### config.mk
export PLATFORM = sky130hd
export DESIGN_NAME = sync_length_xor_frame_parser_core
export DESIGN_NICKNAME = d
export VERILOG_FILES = /design/src/hw/rtl/slxfp_pkg.sv /design/src/hw/rtl/sync_length_xor_frame_parser_core.sv
export SDC_FILE = /design/constraint.sdc
export NUM_CORES = 1
export LEC_CHECK = 0
export BUFFER_PORTS_ARGS = -buffer_cell sky130_fd_sc_hd__clkbuf_2
export CAP_MARGIN = 40
export CORE_UTILIZATION = 40
export DETAILED_ROUTE_END_ITERATION = 7
export SLEW_MARGIN = 20
export SYNTH_ARGS = -nofsm -noshare
export SYNTH_HDL_FRONTEND = slang
export SYNTH_SLANG_ARGS = --single-unit
export TNS_END_PERCENT = 1
### constraint.sdc
create_clock -name clk -period 3.6 [get_ports clk]
set_input_delay 0.18 -clock clk [delete_from_list [all_inputs] [get_ports clk]]
set_output_delay 0.18 -clock clk [all_outputs]
set_load 0.02 [all_outputs]
### src/hw/rtl/slxfp_pkg.sv
// ----------------------------------------------------------------------------
// slxfp_pkg
// Shared types and constants for the sync/length framed parser and its checker.
// ----------------------------------------------------------------------------
package slxfp_pkg;

  localparam int unsigned BYTE_W    = 8;
  localparam int unsigned STATUS_W  = 2;
  localparam int unsigned CFG_IDX_W = 2;
  localparam int unsigned PADDR_W   = 4;
  localparam int unsigned PDATA_W   = 32;

  typedef logic [BYTE_W-1:0]    byte_t;
  typedef logic [STATUS_W-1:0]  status_t;
  typedef logic [CFG_IDX_W-1:0] cfg_idx_t;

  localparam status_t ST_NONE   = 2'd0;
  localparam status_t ST_ACCEPT = 2'd1;
  localparam status_t ST_BADSUM = 2'd2;
  localparam status_t ST_REJECT = 2'd3;

  localparam cfg_idx_t REG_SYNC_FIRST   = 2'd0;
  localparam cfg_idx_t REG_SYNC_SECOND  = 2'd1;
  localparam cfg_idx_t REG_FRAME_IDENT  = 2'd2;
  localparam cfg_idx_t REG_MAX_BODY_END = 2'd3;

  localparam byte_t SYNC_FIRST_RST   = 8'h55;
  localparam byte_t SYNC_SECOND_RST  = 8'hAA;
  localparam byte_t FRAME_IDENT_RST  = 8'hA1;
  localparam byte_t MAX_BODY_END_RST = 8'd158;

  localparam byte_t MIN_LEN       = 8'd6;
  localparam byte_t LEN_TO_END    = 8'd2;
  localparam byte_t PAYLOAD_FIRST = 8'd4;
  localparam byte_t PAYLOAD_TAIL  = 8'd3;

endpackage

### src/hw/rtl/sync_length_xor_frame_parser_core.sv
// ----------------------------------------------------------------------------
// sync_length_xor_frame_parser_core
// Hunts for sync/length/ident framed packets in a byte stream, flags payload
// bytes and checks the trailing XOR checksum. One result word per input word.
// Result word is registered on input acceptance. Throughput: 1 word per
// cycle unless out_stall holds it; the output register frees as it is taken.
// Reset: synchronous active-low rst_n; parser waits for first sync byte,
// counters clear, config registers return to their defaults.
// ----------------------------------------------------------------------------
module sync_length_xor_frame_parser_core #(
  parameter int unsigned FRAME_BUFFER_BYTES = 160
) (
  input  logic                               clk,
  input  logic                               rst_n,
  input  logic                               in_valid,
  output logic                               in_stall,
  input  logic [slxfp_pkg::BYTE_W-1:0]       in_rx_byte,
  output logic                               out_valid,
  input  logic                               out_stall,
  output logic [slxfp_pkg::BYTE_W-1:0]       out_echo_byte,
  output logic                               out_payload_valid,
  output logic [slxfp_pkg::BYTE_W-1:0]       out_payload_index,
  output logic [slxfp_pkg::STATUS_W-1:0]     out_frame_status,
  input  logic                               psel,
  input  logic                               penable,
  input  logic                               pwrite,
  input  logic [slxfp_pkg::PADDR_W-1:0]      paddr,
  input  logic [slxfp_pkg::PDATA_W-1:0]      pwdata,
  output logic [slxfp_pkg::PDATA_W-1:0]      prdata,
  output logic                               pready
);

  localparam slxfp_pkg::byte_t BUF_LIMIT =
    slxfp_pkg::BYTE_W'(FRAME_BUFFER_BYTES - 2);

  typedef enum logic [2:0] {
    PH_SYNC1 = 3'd0,
    PH_SYNC2 = 3'd1,
    PH_LEN   = 3'd2,
    PH_IDENT = 3'd3,
    PH_DATA  = 3'd4,
    PH_CHECK = 3'd5
  } phase_t;

  phase_t               phase_r, phase_nxt;
  slxfp_pkg::byte_t     count_r, count_nxt;
  slxfp_pkg::byte_t     body_end_r, body_end_nxt;
  slxfp_pkg::byte_t     xor_r, xor_nxt;

  slxfp_pkg::byte_t     sync_first_r, sync_second_r, frame_ident_r, max_body_end_r;

  logic                 out_valid_r, out_valid_nxt;
  slxfp_pkg::byte_t     echo_r;
  logic                 pvalid_r, pvalid_nxt;
  slxfp_pkg::byte_t     pidx_r, pidx_nxt;
  slxfp_pkg::status_t   status_r, status_nxt;

  logic                 accept_in;
  logic                 cfg_wr;
  slxfp_pkg::cfg_idx_t  cfg_idx;
  slxfp_pkg::byte_t     len_limit;
  slxfp_pkg::byte_t     b;

  assign in_stall  = out_valid_r & out_stall;
  assign accept_in = in_valid & ~in_stall;
  assign pready    = 1'b1;
  assign cfg_wr    = psel & penable & pwrite & pready;
  assign cfg_idx   = paddr[3:2];
  assign b         = in_rx_byte;
  assign len_limit = (max_body_end_r < BUF_LIMIT) ? max_body_end_r : BUF_LIMIT;

  always_comb begin
    phase_nxt    = phase_r;
    count_nxt    = count_r;
    body_end_nxt = body_end_r;
    xor_nxt      = xor_r;
    pvalid_nxt   = 1'b0;
    pidx_nxt     = '0;
    status_nxt   = slxfp_pkg::ST_NONE;
    case (phase_r)
      PH_SYNC2: begin
        if (b == sync_second_r) begin
          xor_nxt   = xor_r ^ b;
          count_nxt = count_r + 8'd1;
          phase_nxt = PH_LEN;
        end else begin
          phase_nxt = PH_SYNC1;
        end
      end
      PH_LEN: begin
        if ((b < slxfp_pkg::MIN_LEN) || ((b - slxfp_pkg::LEN_TO_END) > len_limit)) begin
          status_nxt = slxfp_pkg::ST_REJECT;
          phase_nxt  = PH_SYNC1;
        end else begin
          body_end_nxt = b - slxfp_pkg::LEN_TO_END;
          xor_nxt      = xor_r ^ b;
          count_nxt    = count_r + 8'd1;
          phase_nxt    = PH_IDENT;
        end
      end
      PH_IDENT: begin
        if (b == frame_ident_r) begin
          xor_nxt   = xor_r ^ b;
          count_nxt = count_r + 8'd1;
          phase_nxt = PH_DATA;
        end else begin
          status_nxt = slxfp_pkg::ST_REJECT;
          phase_nxt  = PH_SYNC1;
        end
      end
      PH_DATA: begin
        if ((count_r >= slxfp_pkg::PAYLOAD_FIRST) &&
            (({1'b0, count_r} + {1'b0, slxfp_pkg::PAYLOAD_TAIL}) <= {1'b0, body_end_r})) begin
          pvalid_nxt = 1'b1;
          pidx_nxt   = count_r - slxfp_pkg::PAYLOAD_FIRST;
        end
        if (count_r >= body_end_r) begin
          phase_nxt = PH_CHECK;
        end
        xor_nxt   = xor_r ^ b;
        count_nxt = count_r + 8'd1;
      end
      PH_CHECK: begin
        status_nxt = (b == xor_r) ? slxfp_pkg::ST_ACCEPT : slxfp_pkg::ST_BADSUM;
        phase_nxt  = PH_SYNC1;
      end
      default: begin
        if (b == sync_first_r) begin
          count_nxt = 8'd1;
          xor_nxt   = b;
          phase_nxt = PH_SYNC2;
        end else begin
          phase_nxt = PH_SYNC1;
        end
      end
    endcase
  end

  always_comb begin
    if (accept_in) begin
      out_valid_nxt = 1'b1;
    end else if (!out_stall) begin
      out_valid_nxt = 1'b0;
    end else begin
      out_valid_nxt = out_valid_r;
    end
  end

  always_ff @(posedge clk) begin
    if (!rst_n) begin
      phase_r     <= PH_SYNC1;
      count_r     <= '0;
      body_end_r  <= '0;
      xor_r       <= '0;
      out_valid_r <= 1'b0;
    end else begin
      out_valid_r <= out_valid_nxt;
      if (accept_in) begin
        phase_r    <= phase_nxt;
        count_r    <= count_nxt;
        body_end_r <= body_end_nxt;
        xor_r      <= xor_nxt;
      end
    end
  end

  always_ff @(posedge clk) begin
    if (accept_in) begin
      echo_r   <= b;
      pvalid_r <= pvalid_nxt;
      pidx_r   <= pidx_nxt;
      status_r <= status_nxt;
    end
  end

  always_ff @(posedge clk) begin
    if (!rst_n) begin
      sync_first_r   <= slxfp_pkg::SYNC_FIRST_RST;
      sync_second_r  <= slxfp_pkg::SYNC_SECOND_RST;
      frame_ident_r  <= slxfp_pkg::FRAME_IDENT_RST;
      max_body_end_r <= slxfp_pkg::MAX_BODY_END_RST;
    end else if (cfg_wr) begin
      case (cfg_idx)
        slxfp_pkg::REG_SYNC_FIRST:   sync_first_r   <= pwdata[7:0];
        slxfp_pkg::REG_SYNC_SECOND:  sync_second_r  <= pwdata[7:0];
        slxfp_pkg::REG_FRAME_IDENT:  frame_ident_r  <= pwdata[7:0];
        slxfp_pkg::REG_MAX_BODY_END: max_body_end_r <= pwdata[7:0];
        default: ;
      endcase
    end
  end

  always_comb begin
    case (cfg_idx)
      slxfp_pkg::REG_SYNC_FIRST:   prdata = {24'd0, sync_first_r};
      slxfp_pkg::REG_SYNC_SECOND:  prdata = {24'd0, sync_second_r};
      slxfp_pkg::REG_FRAME_IDENT:  prdata = {24'd0, frame_ident_r};
      slxfp_pkg::REG_MAX_BODY_END: prdata = {24'd0, max_body_end_r};
      default:                     prdata = '0;
    endcase
  end

  assign out_valid         = out_valid_r;
  assign out_echo_byte     = echo_r;
  assign out_payload_valid = pvalid_r;
  assign out_payload_index = pidx_r;
  assign out_frame_status  = status_r;

endmodule

==> flow_summary.json <==
{
  "status": "finished clean",
  "viasPerCell": 5.137,
  "synth_edf_count": 19,
  "yosys-top-cells-area": "dfxtp_1 (24%), edfxtp_1 (11%), ha_1 (7.8%)",
  "synth-seq-cells": 79,
  "min_delay_path_depth": 2,
  "timing.final.crit_share": 0.8221,
  "peakVddDrop_v": 0.0002625,
  "overflow": 0,
  "post-cts-setup-buffers": 0,
  "cts_max_path_buffers": 2,
  "combPwrFrac": 0.116,
  "ys_warn_count": 0,
  "drive_above_1_share": 0.1965,
  "slowest_stage": "a21oi_1",
  "synth_cell_types": 61,
  "worstSetupPathDepth": 11,
  "synth_area_um2": 4982,
  "finalClockSkew_ps": 11.35,
  "antenna_found_initial": 0,
  "worst_pin_slew_ps": 663.8,
  "synth_top_area_frac": 0.2411,
  "wire_per_inst_um": 15.55,
  "synth_flop_cell": "dfxtp_1",
  "rsz0062_at_grt": "no",
  "synth_most_common_cell": "dfxtp_1",
  "cts_tree": "built",
  "netlist_instances": 520,
  "ctsHtreeMaxLevel": 3,
  "leakagePower_nw": 2.246,
  "finalPower_mw": 1.968,
  "critPathCaptureType": "flip-flop",
  "yosysSeqAreaShare": 0.3556,
  "areaGrowthSynthToFinish_pct": 11.13,
  "hp-class": "primary input to flip-flop",
  "synth-compound-area-share": 0.1356,
  "muxShareOfSynthArea": 0.1045,
  "fp.dieH_um": 113.6,
  "fin_nets": 647,
  "clockPowerShare": 0.410,
  "synth_adder_area_share": 0.07986,
  "synth_top_cell_by_area": "dfxtp_1",
  "cts_inserted_buffers": 9,
  "hold_buffers": 0,
  "dp_cells": 722,
  "arrival_ps": 3020,
  "fin_hold_ws_ps": 75.48,
  "hold_viol": 0,
  "grt_pass1_vias": 3677,
  "tns_ps": 0,
  "critPathKind": "flip-flop to flip-flop",
  "grt_pass1_wl_mm": 18.61,
  "num_rows": 40,
  "hpwl_mm": 8.374,
  "fin_cells": 738,
  "synth_top_cells_by_count": "dfxtp_1 (60), nand2_1 (45), nor2_1 (43), xnor2_1 (43), mux2i_1 (34)",
  "post_synth_xor_area_fraction": 0.08614,
  "cts_resized": 0,
  "max_freq_ghz": 0.3379,
  "maxSlewHeadroom": 0.5568,
  "cp_cell_sequence": "inv_1 -> ha_1 -> inv_1 -> ha_1 -> nor2b_1 -> o21a_1 -> o21ai_0 -> a21oi_1 -> o21ai_0 -> a21oi_1 -> nor3_1",
  "root_buffer": "clkbuf_16",
  "cp.required_ps": 3660,
  "drt_iter0_drc": 152,
  "wl_mm": 11.48,
  "route.vias.total": 3791,
  "fin_crit_ps": 2960,
  "clock_sinks": 79,
  "core_um2": 12060,
  "pwr-share-seq": 0.474,
  "swShare": 0.2518,
  "start_kind": "flip-flop",
  "crit_buf_inv": 2,
  "finalSetupViolCount": 0,
  "reg2regPathDepth": 11,
  "antenna_cells": 0,
  "cp_top_family": "compound AO/OA/AOI/OAI gates",
  "power.density_nw_per_um2": 355.4,
  "grt_util_all_layers": 0.1873,
  "ios": 105,
  "drv_cap": 0,
  "initial_core_util": 0.4131,
  "io_buffers": 53,
  "clk_pin_slew_ps": 60,
  "fin_util": 0.4590,
  "drt_pass1_iterations": 4,
  "syn_avg_cell_area_um2": 9.581,
  "antenna_left": 0,
  "die_w_um": 113.6,
  "route.detailed.drc": 0,
  "intPower_mw": 1.472,
  "finalWeightedCongestion": 0.8168,
  "synth-async-reset-ratio": 0,
  "die_area_um2": 12910,
  "max_stage_delay_ps": 530,
  "grt_max_degree": 44,
  "clk-insertion-delay-late_ps": 340,
  "synth_top_family_by_area": "simple AND/OR/NAND/NOR gates",
  "switching_power_mw": 0.4955,
  "drv_slew": 0,
  "yosys.area_share.simple": 0.1439,
  "cp_max_fo": 9
}
## cell usage in the layout (no fill, tap or decap), drive strengths merged, types with 9 or more instances in the layout
cell,instances
dfxtp,60
clkbuf,68
conb,25
a21oi,12
buf,15
nand2,45
edfxtp,19
nor2,44
o21ai,20
a31o,9
ha,31
nand4,13
nor3,14
a211oi,12
mux2i,34
inv,23
xnor2,43
## logic make-up (layout without fill, tap and decap cells)
kind of cell | Yosys count | in the layout
adders and majority gates | 32 | 32
muxes | 42 | 42
and+or+nand+nor | 149 | 149
other | 2 | 25
buffers and inverters | 80 | 107
xor gates and xnor gates | 49 | 49
DFF | 79 | 79
AOI/OAI and AO/OA | 87 | 87
## worst reg2reg max path: stages, from the launching register on
cell and delay (ps):
dfxtp_1 510, inv_1 200, ha_1 390, inv_1 60, ha_1 290, nor2b_1 130, o21a_1 110, o21ai_0 70
a21oi_1 140, o21ai_0 100, a21oi_1 530, nor3_1 140
## worst paths after layout
path / endpoint / slack, ps / startpoint
worst max-delay path: out_payload_index[7]$_SDFFCE_PN0P_ / 640 / count_r[0]$_SDFFE_PN0P_
worst min-delay path: out_valid$_SDFFE_PN0P_ / 80 / in_valid
worst max register to register: out_payload_index[7]$_SDFFCE_PN0P_ / 640 / count_r[0]$_SDFFE_PN0P_
worst min register to register: body_end_r[1]$_SDFFE_PN0P_ / 520 / body_end_r[1]$_SDFFE_PN0P_
## power by group through the flow
stage	Clock (mW)	Combinational (mW)	Sequential, mW
3_3_place_gp	0	0.225	0.952
4_1_cts	0.826	0.229	0.934
6_report	0.807	0.228	0.934
3_5_place_dp	0	0.228	0.953
2_1_floorplan	0	0.166	0.966
5_1_grt	0.862	0.247	0.935
## state kept, by name (all words and copies together) (netlist names)
name / flops
body_end_r: 8
count_r: 8
frame_ident_r: 8
max_body_end_r: 8
out_echo_byte: 8
out_payload_index: 8
sync_first_r: 8
sync_second_r: 8
xor_r: 8
phase_r: 3
out_frame_status: 2
out_payload_valid: 1
out_valid: 1
## layer usage
metal | GRT usage | routed length [um] | vias up
met4 | 0.06667 | 251 | 0
met5 | 0 | 0 | -
met3 | 0.05048 | 482 | 19
li1 | - | - | 1874
met1 | 0.2292 | 5156 | 1805
met2 | 0.3163 | 5588 | 93
## cell type report
type | instances | area (um2)
clock buffers | 15 | 247.7
clock inverters | 1 | 8.758
fillers | 1168 | 6525
inverters | 23 | 86.33
multi-input cells | 384 | 2834
flip-flops and latches | 79 | 1772
well taps | 168 | 210.2
repair buffers | 68 | 377.9
## metrics by stage
step | setup WS (ps) | area [um2]
final | 640.5 | 5537
after floorplan | 740.4 | 5069
after global placement | 441.2 | 5258
after detailed placement | 438.2 | 5280
after global routing | 397.3 | 5537
after CTS | 661.7 | 5537
Note: power is estimated with default switching activity, not from simulation.
